## src/rtl/bavz_pkg.sv

```systemverilog
`default_nettype none

package bavz_pkg;

  localparam int unsigned SAMPLE_W   = 16;
  localparam int unsigned SUM_W      = 24;
  localparam int unsigned MAG_W      = 23;
  localparam int unsigned RECIP_W    = 24;
  localparam int unsigned MEAN_W     = 17;
  localparam int unsigned MG_W       = 16;
  localparam int unsigned MGP_W      = 31;
  localparam int unsigned MG_NUM     = 4050;
  localparam int unsigned MG_SHIFT   = 10;
  localparam int unsigned NUM_STAGES = 4;
  localparam int unsigned NUM_LANES  = 3;

  typedef struct packed {
    logic                  accept;
    logic                  last;
    logic                  capture;
    logic [NUM_STAGES-1:0] ld;
  } lane_ctrl_t;

endpackage

`default_nettype wire

```

## src/rtl/bavz_lane.sv

```systemverilog
`default_nettype none

module bavz_lane #(
  parameter int unsigned SAMPLES_PER_BLOCK = 10
) (
  input  wire logic                       clk_i,
  input  wire logic                       rst_ni,
  input  wire bavz_pkg::lane_ctrl_t       ctrl_i,
  input  wire logic signed [15:0]         sample_i,
  output logic signed [16:0]              mean_o,
  output logic signed [15:0]              mg_o
);

  localparam int unsigned SumW   = bavz_pkg::SUM_W;
  localparam int unsigned MagW   = bavz_pkg::MAG_W;
  localparam int unsigned RecipW = bavz_pkg::RECIP_W;
  localparam int unsigned MeanW  = bavz_pkg::MEAN_W;
  localparam int unsigned MgW    = bavz_pkg::MG_W;
  localparam int unsigned MgpW   = bavz_pkg::MGP_W;
  localparam int unsigned ProdW  = MagW + RecipW;
  localparam int unsigned QW     = MagW + 1;

  // Division by the block length is a multiply by a rounded-up reciprocal,
  // which is exact for every magnitude below two to the power MagW.
  localparam int unsigned DivL   = $clog2(SAMPLES_PER_BLOCK);
  localparam int unsigned DivS   = MagW + DivL;
  localparam logic [63:0] DivM64 =
    ((64'd1 << DivS) + 64'(SAMPLES_PER_BLOCK) - 64'd1) / 64'(SAMPLES_PER_BLOCK);
  localparam logic [RecipW-1:0] DivM = DivM64[RecipW-1:0];

  localparam logic signed [MgpW-1:0] MgNum   = MgpW'(bavz_pkg::MG_NUM);
  localparam logic signed [MgpW-1:0] MgRound = MgpW'((1 << bavz_pkg::MG_SHIFT) - 1);
  localparam logic signed [MgpW-1:0] MgMax   = MgpW'(32767);
  localparam logic signed [MgpW-1:0] MgMin   = -MgpW'(32768);

  logic signed [SumW-1:0]  sum_q, sum_d;
  logic signed [15:0]      offset_q, offset_d;
  logic signed [SumW-1:0]  tot1_q;
  logic signed [15:0]      off1_q, off2_q;
  logic                    neg2_q;
  logic [ProdW-1:0]        prod2_q;
  logic [SumW-1:0]         mag1;
  logic [ProdW-1:0]        quo_sh;
  logic [MagW-1:0]         quo;
  logic signed [QW-1:0]    quo_s;
  logic signed [QW-1:0]    diff;
  logic signed [MeanW-1:0] mean3_q, mean3_d;
  logic signed [MeanW-1:0] mean4_q;
  logic signed [MgpW-1:0]  mgp4_q;
  logic signed [MgpW-1:0]  mg_adj;
  logic signed [MgpW-1:0]  mg_sh;

  assign sum_d    = sum_q + SumW'(sample_i);
  assign offset_d = (ctrl_i.accept && ctrl_i.capture) ? sample_i : offset_q;

  always_ff @(posedge clk_i or negedge rst_ni) begin
    if (!rst_ni) begin
      sum_q    <= '0;
      offset_q <= '0;
    end else if (ctrl_i.accept) begin
      sum_q    <= ctrl_i.last ? '0 : sum_d;
      offset_q <= offset_d;
    end
  end

  assign mag1 = tot1_q[SumW-1] ? -tot1_q : tot1_q;

  always_comb begin
    quo_sh  = prod2_q >> DivS;
    quo     = quo_sh[MagW-1:0];
    quo_s   = neg2_q ? -signed'({1'b0, quo}) : signed'({1'b0, quo});
    diff    = quo_s - QW'(off2_q);
    mean3_d = diff[MeanW-1:0];
  end

  always_ff @(posedge clk_i) begin
    if (ctrl_i.ld[0]) begin
      tot1_q <= sum_d;
      off1_q <= offset_d;
    end
    if (ctrl_i.ld[1]) begin
      neg2_q  <= tot1_q[SumW-1];
      prod2_q <= ProdW'(mag1[MagW-1:0]) * ProdW'(DivM);
      off2_q  <= off1_q;
    end
    if (ctrl_i.ld[2]) begin
      mean3_q <= mean3_d;
    end
    if (ctrl_i.ld[3]) begin
      mean4_q <= mean3_q;
      mgp4_q  <= MgpW'(mean3_q) * MgNum;
    end
  end

  // The shift rounds toward zero once negative products are biased up.
  always_comb begin
    mg_adj = mgp4_q + (mgp4_q[MgpW-1] ? MgRound : '0);
    mg_sh  = mg_adj >>> bavz_pkg::MG_SHIFT;
    if (mg_sh > MgMax) begin
      mg_o = MgMax[MgW-1:0];
    end else if (mg_sh < MgMin) begin
      mg_o = MgMin[MgW-1:0];
    end else begin
      mg_o = mg_sh[MgW-1:0];
    end
  end

  assign mean_o = mean4_q;

endmodule

`default_nettype wire

```

## src/rtl/three_axis_block_average_zero.sv

```systemverilog
// Each block's result goes through the stage registers and the output register.
// Throughput: one word per cycle when not stalled; one result per SAMPLES_PER_BLOCK words.
// The per-channel accumulator sets the rate, adding one sample in each cycle that accepts.
// Reset (rst_ni low, asynchronous) clears the sums, the sample count, the zero offsets,
// the pending zero request and all valid flags.
`default_nettype none

module three_axis_block_average_zero #(
  parameter int unsigned SAMPLES_PER_BLOCK = 10
) (
  input  wire logic         clk_i,
  input  wire logic         rst_ni,
  input  wire logic         s_axis_tvalid,
  output logic              s_axis_tready,
  // sample_a [15:0], sample_b [31:16], sample_c [47:32]
  input  wire logic [47:0]  s_axis_tdata,
  // zero_request [0]
  input  wire logic         s_axis_tuser,
  output logic              m_axis_tvalid,
  input  wire logic         m_axis_tready,
  // mean_a [16:0], mean_b [33:17], mean_c [50:34], milligauss_a [66:51],
  // milligauss_b [82:67], milligauss_c [98:83], zero padding [103:99]
  output logic [103:0]      m_axis_tdata,
  // zero_taken [0]
  output logic              m_axis_tuser
);

  localparam int unsigned CntW    = $clog2(SAMPLES_PER_BLOCK + 1);
  localparam int unsigned Stages  = bavz_pkg::NUM_STAGES;
  localparam int unsigned Lanes   = bavz_pkg::NUM_LANES;
  localparam int unsigned SampleW = bavz_pkg::SAMPLE_W;
  localparam int unsigned MeanW   = bavz_pkg::MEAN_W;
  localparam int unsigned MgW     = bavz_pkg::MG_W;
  localparam logic [CntW-1:0] LastCnt = CntW'(SAMPLES_PER_BLOCK - 1);

  logic [CntW-1:0]   count_q;
  logic              pending_q;
  logic [Stages-1:0] v_q;
  logic [Stages-1:0] tk_q;
  logic [Stages-1:0] ld;
  logic              ld_out;
  logic              out_v_q;
  logic              out_tk_q;
  logic              accept;
  logic              last;
  logic              capture;

  logic signed [MeanW-1:0] mean_w [Lanes];
  logic signed [MgW-1:0]   mg_w   [Lanes];
  logic signed [MeanW-1:0] mean_q [Lanes];
  logic signed [MgW-1:0]   mg_q   [Lanes];

  bavz_pkg::lane_ctrl_t ctrl;

  assign accept  = s_axis_tvalid && s_axis_tready;
  assign last    = (count_q == LastCnt);
  assign capture = pending_q || s_axis_tuser;

  always_comb begin
    ld_out           = !out_v_q || m_axis_tready;
    ld[Stages-1]     = !v_q[Stages-1] || ld_out;
    for (int k = Stages - 2; k >= 0; k--) begin
      ld[k] = !v_q[k] || ld[k+1];
    end
  end

  assign s_axis_tready = ld[0];

  assign ctrl.accept  = accept;
  assign ctrl.last    = last;
  assign ctrl.capture = capture;
  assign ctrl.ld      = ld;

  always_ff @(posedge clk_i or negedge rst_ni) begin
    if (!rst_ni) begin
      count_q   <= '0;
      pending_q <= 1'b0;
      v_q       <= '0;
      out_v_q   <= 1'b0;
    end else begin
      if (accept) begin
        count_q   <= last ? '0 : count_q + 1'b1;
        pending_q <= last ? 1'b0 : capture;
      end
      if (ld[0]) begin
        v_q[0] <= accept && last;
      end
      for (int k = 1; k < Stages; k++) begin
        if (ld[k]) begin
          v_q[k] <= v_q[k-1];
        end
      end
      if (ld_out) begin
        out_v_q <= v_q[Stages-1];
      end
    end
  end

  always_ff @(posedge clk_i) begin
    if (ld[0]) begin
      tk_q[0] <= capture;
    end
    for (int k = 1; k < Stages; k++) begin
      if (ld[k]) begin
        tk_q[k] <= tk_q[k-1];
      end
    end
    if (ld_out) begin
      out_tk_q <= tk_q[Stages-1];
      for (int l = 0; l < Lanes; l++) begin
        mean_q[l] <= mean_w[l];
        mg_q[l]   <= mg_w[l];
      end
    end
  end

  for (genvar g = 0; g < Lanes; g++) begin : g_lane
    bavz_lane #(
      .SAMPLES_PER_BLOCK(SAMPLES_PER_BLOCK)
    ) u_lane (
      .clk_i   (clk_i),
      .rst_ni  (rst_ni),
      .ctrl_i  (ctrl),
      .sample_i(s_axis_tdata[g*SampleW +: SampleW]),
      .mean_o  (mean_w[g]),
      .mg_o    (mg_w[g])
    );
  end

  assign m_axis_tvalid = out_v_q;
  assign m_axis_tuser  = out_tk_q;
  assign m_axis_tdata  = {5'b0, mg_q[2], mg_q[1], mg_q[0], mean_q[2], mean_q[1], mean_q[0]};

endmodule

`default_nettype wire

```

## config.mk

```make
export PLATFORM = sky130hd
export DESIGN_NAME = three_axis_block_average_zero
export DESIGN_NICKNAME = d
export VERILOG_FILES = /design/src/rtl/bavz_pkg.sv /design/src/rtl/bavz_lane.sv /design/src/rtl/three_axis_block_average_zero.sv
export SDC_FILE = /design/constraint.sdc
export NUM_CORES = 2
export LEC_CHECK = 0
export BUFFER_PORTS_ARGS = -buffer_cell sky130_fd_sc_hd__clkbuf_2
export CORE_UTILIZATION = 55
export CTS_CLUSTER_SIZE = 25
export DETAILED_ROUTE_END_ITERATION = 10
export GPL_ROUTABILITY_DRIVEN = 1
export PLACE_DENSITY_LB_ADDON = 0.15
export SLEW_MARGIN = 20
export SYNTH_ARGS = -nofsm -noshare
export SYNTH_HDL_FRONTEND = slang
export SYNTH_HIERARCHICAL = 1
export SYNTH_SLANG_ARGS = --single-unit
```

## constraint.sdc

```tcl
create_clock -name clk_i -period 16.44 [get_ports clk_i]
set_input_delay 0.822 -clock clk_i [delete_from_list [all_inputs] [get_ports clk_i]]
set_output_delay 0.822 -clock clk_i [all_outputs]
set_load 0.005 [all_outputs]
```

# Yosys cells after proc, flatten, opt, wreduce, memory -nomap -nowiden
# Memory sizes are Yosys's and may differ from the RTL's.
# Index checks and enable logic that the tools add are counted.
[op_classes]
n_addsub = 16
multipliers = 6
n_lt_le_gt_ge = 6
n_eq_ne = 1
muxes = 25
n_reduce_logical = 14
[ops]
columns = ["operator", "count"]
rows = [
  ["2-to-1 mux 16 bit", 9],
  ["multiplier 23 x 24 -> 44 bit, second input constant", 3],
  ["adder 31 x 10 -> 31 bit", 3],
  ["multiplier 17 x 12 -> 29 bit, second input constant", 3],
  ["adder 24 x 16 -> 24 bit", 3],
  ["2-to-1 mux 24 bit", 3],
  ["2-to-1 mux 23 bit", 3],
  ["negator 23 bit", 3],
  ["greater-than comparator 21 x 16 -> 1 bit, second input constant", 3],
  ["< comparator 21 x 16 -> 1 bit, second input constant", 3],
  ["2-to-1 mux 17 bit", 3],
  ["negator 17 bit", 3],
  ["subtractor 17 x 16 -> 17 bit", 3],
  ["2-to-1 mux 10 bit", 3],
  ["logical OR 1 bit", 6],
  ["zero test 1 bit", 5],
  ["adder 4 x 1 -> 4 bit, second input constant", 1],
  ["== test 4 bit, second input constant", 1],
  ["2-to-1 mux 4 bit", 1],
  ["logical AND 1 bit", 3],
  ["2-to-1 mux 1 bit", 3],
]
[word_totals]
register_bits = 630
ramBits = 99
in_bits = 53
out_inout_bits = 107
wordCells = 112
mem_count = 2
[mem_list]
columns = ["memory", "depth", "width", "read_ports", "rd_clocked_by_memory_dff", "write_ports", "line", "text"]
rows = [
  ["mean_q", 3, 17, 3, 0, 3, "three_axis_block_average_zero.sv:50", "logic signed [MeanW-1:0] mean_q [Lanes];"],
  ["mg_q", 3, 16, 3, 0, 3, "three_axis_block_average_zero.sv:51", "logic signed [MgW-1:0] mg_q [Lanes];"],
]

# Longest topological paths before layout
[depth]
word_depth = 9
mapped_depth = 33
ltp_nobuf = 33

# Cells and area by module
# The synthesis kept the hierarchy.
[modules_own_cells]
columns = ["module", "n_inst", "cells_per_inst", "area_per_inst_um2", "seq_area_each_um2"]
rows = [
  ["bavz_lane at g_lane[0].u_lane", 1, 1860, 20209.4, 5024.8],
  ["bavz_lane at g_lane[1].u_lane", 1, 1835, 20063.0, 5024.8],
  ["bavz_lane at g_lane[2].u_lane", 1, 1792, 19896.6, 5024.8],
  ["three_axis_block_average_zero", 1, 149, 3602.2, 3373.2],
]

# Worst setup path after synthesis
# OpenSTA, ideal clock, no wires.
[synth_path]
path_type = "register to register"
from = "reg g_lane[1].u_lane.tot1_q[0]"
to = "reg g_lane[1].u_lane.prod2_q[42], data pin"
arrival_ns = 8.310
path_slack_ns = 7.873
stages_incl_launch_ff = 30
n_path_buf = 0
synth_period_minus_slack_ns = 8.567
path_cell_list = "edfxtp_1 or3_1 or3_1 or4_4 or3_4 o41ai_4 xor2_2 inv_1 ha_1 ha_1 xnor2_1 inv_1 fa_1 inv_1 fa_1 inv_1 fa_1 inv_1 fa_1 inv_1 fa_1 ha_1 or4_1 a31oi_1 o211ai_1 a31oi_1 nor3_1 o31a_1 nor2_1 xnor2_1"
[synth_between]
elab_chain_len = 3
[synth_lines]
columns = ["element", "line", "text"]
rows = [
  ["start: declaration", "bavz_lane.sv:38", "logic signed [SumW-1:0] tot1_q;"],
  ["start signal: assignment", "bavz_lane.sv:78", "tot1_q <= sum_d;"],
  ["negator 23 bit", "bavz_lane.sv:66", "assign mag1 = tot1_q[SumW-1] ? -tot1_q : tot1_q;"],
  ["2-to-1 mux 23 bit *", "bavz_lane.sv:66", ""],
  ["multiplier 23 x 24 -> 44 bit *", "bavz_lane.sv:83", "prod2_q <= ProdW'(mag1[MagW-1:0]) * ProdW'(DivM);"],
  ["end signal: assignment", "bavz_lane.sv:83", ""],
  ["end: declaration", "bavz_lane.sv:41", "logic [ProdW-1:0] prod2_q;"],
]
# Every way passes the cells marked *; elsewhere a longest branch is shown, timed or not.
# A chain may end at the register's enable or synchronous reset.

# Final worst setup path
# Same ends and word-level chain as after synthesis.

==> impl_metrics.json <==
{
  "status": "finished, violations left",
  "violations": "design-rule violations",
  "synth_top_area_share_pct": 23.8,
  "syn_area_mm2": 0.0638,
  "final_nets": 7592,
  "synth_seq_cells": 636,
  "port_buffers": 154,
  "maxSlewHeadroom_pct": 34.7,
  "synth.avg_cell_area_um2": 11.3,
  "worstPathMaxFanout": 14,
  "cts.sinks": 636,
  "yosysTopAreaCell": "edfxtp_1",
  "dp_hpwl_mm": 111,
  "vias": 39318,
  "maxCapViolCount": 0,
  "ant_nets": 0,
  "synth_edf_count": 506,
  "dieWidth_um": 343,
  "fmax_ghz": 0.106,
  "required_ps": 16830,
  "fin_crit_sh_pct": 57.2,
  "gp_congestion": 0.921,
  "yosys.cell_types.count": 89,
  "crit_slowest_cell": "edfxtp_1",
  "slowest_delay_ps": 720,
  "grt_pass1_wl_mm": 217,
  "drt_iter0_markers": 2085,
  "final-hold-violation-count": 0,
  "syn_inst": 5636,
  "tightest_slew_ps": 973,
  "ys_seq_area_share_pct": 28.9,
  "drc": 19,
  "clock_skew_ps": 27.7,
  "post_cts_buffers": 0,
  "synth.most_common_cell": "inv_1",
  "tns_ps": 0,
  "clk_latency_ps": 660,
  "drive_above_1_share_pct": 8.41,
  "wl_per_cell_um": 18.1,
  "rsz0062_at_grt": "false",
  "cp_data_arrival_time_ps": 9790,
  "clkTransAtPathRegs_ps": 50,
  "grt_overflow_total": 0,
  "htreeDepth": 3,
  "period_needed_ps": 9400,
  "finalNonFillerCells": 7398,
  "grt_pass1_vias": 40888,
  "cts-root-buf": "clkbuf_16",
  "crit_path_start_kind": "flop",
  "fillCellCount": 9509,
  "start_util_pct": 55.6,
  "synthArstFlopShare_pct": 20.4,
  "cpLargestDelayFamily": "adder cells",
  "yosysWarnings": 6,
  "cpMostUsedCell": "inv_1",
  "core_mm2": 0.115,
  "syn_to_final_growth_pct": 7.99,
  "drv_slew": 0,
  "grt_antenna_before_repair": 7,
  "pin_count": 160,
  "cts_buffers": 76,
  "cts_buffer_depth": 3,
  "drt_wl_total_mm": 134,
  "diodes": 0,
  "die_y_um": 343,
  "setup_viol": 0,
  "grt_max_degree": 83,
  "std_cell_rows": 124,
  "place_inst": 7260,
  "hold_path.class": "primary input to asynchronous set/reset pin",
  "die_area_mm2": 0.117,
  "netlist_top_cells_count": "1188 x inv_1, 993 x ha_1, 720 x fa_1",
  "ys.flop_type": "edfxtp_1",
  "grtUsageTotal_pct": 23.6,
  "holdBufCountCts": 0,
  "tritoncts": "yes",
  "crit_type": "flop to flop",
  "hold_slack_ps": 293,
  "first_pass_iters": 10,
  "synthTopCellsByArea": "edfxtp_1 24%, fa_1 23%, ha_1 19%",
  "via_per_inst": 5.31,
  "cts_repair_resize_count": 0,
  "crit_buf_inv": 6,
  "end_kind": "flop"
}
==> worst paths after layout <==
check	end	slack, ps	start	cells after the start
max	g_lane[1].u_lane/prod2_q[42]	7040	g_lane[1].u_lane/tot1_q[0]	29
min	g_lane[1].u_lane/sum_q[0]	290	rst_ni	1
max reg2reg	g_lane[1].u_lane/prod2_q[42]	7040	g_lane[1].u_lane/tot1_q[0]	29
min reg2reg	g_lane[2].u_lane/off2_q[4]	410	g_lane[2].u_lane/off1_q[4]	0
max in group asynchronous	g_lane[1].u_lane/sum_q[4]	14910	rst_ni	2
min in group clk_i	g_lane[2].u_lane/off2_q[4]	410	g_lane[2].u_lane/off1_q[4]	0
==> per-stage QoR <==
| step | area, um2 | setup slack (ps) | util [%] |
|---|---|---|---|
| final | 68900 | 7040 | 60.1 |
| after global routing | 68900 | 6370 | 60.1 |
| after CTS | 68900 | 7010 | 60.1 |
| after detailed placement | 66300 | 7020 | 57.8 |
| after global placement | 66300 | 7130 | 57.8 |
| after floorplan | 63800 | 7870 | - |
==> registers in the layout, summed over array words and instances (netlist names), 3 cells and up <==
| name | flops |
|---|---|
| mg_q | 48 |
| g_lane.u_lane/mean_o | 51 |
| v_q | 4 |
| g_lane.u_lane/mean3_q | 51 |
| mean_q | 51 |
| g_lane.u_lane/offset_q | 48 |
| g_lane.u_lane/prod2_q | 51 |
| g_lane.u_lane/neg2_q | 3 |
| g_lane.u_lane/off1_q | 48 |
| g_lane.u_lane/mgp4_q | 78 |
| g_lane.u_lane/sum_q | 72 |
| tk_q | 4 |
| g_lane.u_lane/tot1_q | 72 |
| g_lane.u_lane/off2_q | 48 |
| count_q | 4 |
==> cell type report <==
| type | instances | area [um2] | area share (%) |
|---|---|---|---|
| inverters | 1191 | 4470 | 6.49 |
| multi-input cells | 3749 | 40600 | 59.0 |
| flip-flops and latches | 636 | 18400 | 26.8 |
| well taps | 1512 | 1890 | 2.75 |
| clock inverters | 42 | 469 | 0.681 |
| clock buffers | 96 | 2070 | 3.01 |
| repair buffers | 172 | 912 | 1.32 |
==> cells by family (layout without fill, tap and decap cells) <==
group / Yosys count / after routing / share of synthesized area (%)
fa+ha+maj: 1713 / 1713 / 42.1
buf+inv: 1255 / 1501 / 7.47
compound gates: 755 / 755 / 7.87
simple gates: 755 / 755 / 6.02
flops: 636 / 636 / 28.9
xor+xnor: 420 / 420 / 5.85
mux: 101 / 101 / 1.77
other cells: 1 / 5 / 0.00588
==> worst reg2reg max path: cells and delay by family, from the launching register on <==
family / cells / cell delay (ps)
buf+inv: 6 / 520
compound gates: 5 / 1380
simple gates: 7 / 2410
xor+xnor: 3 / 660
flops: 1 / 720
fa+ha+maj: 8 / 3460
==> metal layers <==
layer | share of wire [%] | vias to the layer above | track usage [%] | wire length (um)
met5 | 0.040 | - | 0 | 53
met4 | 2.8 | 8 | 7.27 | 3790
met3 | 4.7 | 194 | 3.65 | 6340
met2 | 46 | 701 | 38.3 | 62100
met1 | 46 | 19213 | 32.7 | 61700
li1 | - | 19202 | - | -
==> cell usage in the layout, fill, tap and decap left out, drive strengths merged, types with 14 or more instances in the layout <==
cell type / netlist / routed
nor4: 15 / 15
a21oi: 188 / 188
nor2b: 62 / 62
o41ai: 17 / 17
a31o: 47 / 47
xnor2: 318 / 318
o31ai: 38 / 38
and3: 20 / 20
edfxtp: 506 / 506
o21bai: 27 / 27
o21ai: 176 / 176
o21a: 34 / 34
a31oi: 22 / 22
xor2: 102 / 102
a211oi: 22 / 22
or4: 17 / 17
or3: 31 / 31
fa: 720 / 720
clkbuf: 37 / 249
dfrtp: 130 / 130
mux2: 96 / 96
buf: 27 / 19
nand2b: 37 / 37
a21o: 80 / 80
nor2: 169 / 169
or2: 27 / 27
nand2: 174 / 174
a22o: 22 / 22
o211ai: 14 / 14
clkinv: 0 / 28
inv: 1191 / 1196
nand4: 28 / 28
ha: 993 / 993
nor3: 58 / 58
nand3: 77 / 77
and2: 17 / 17
Power is left out: the tool's default activity adds up to more than one toggle a clock period on the data nets, which glitch-free logic cannot reach.
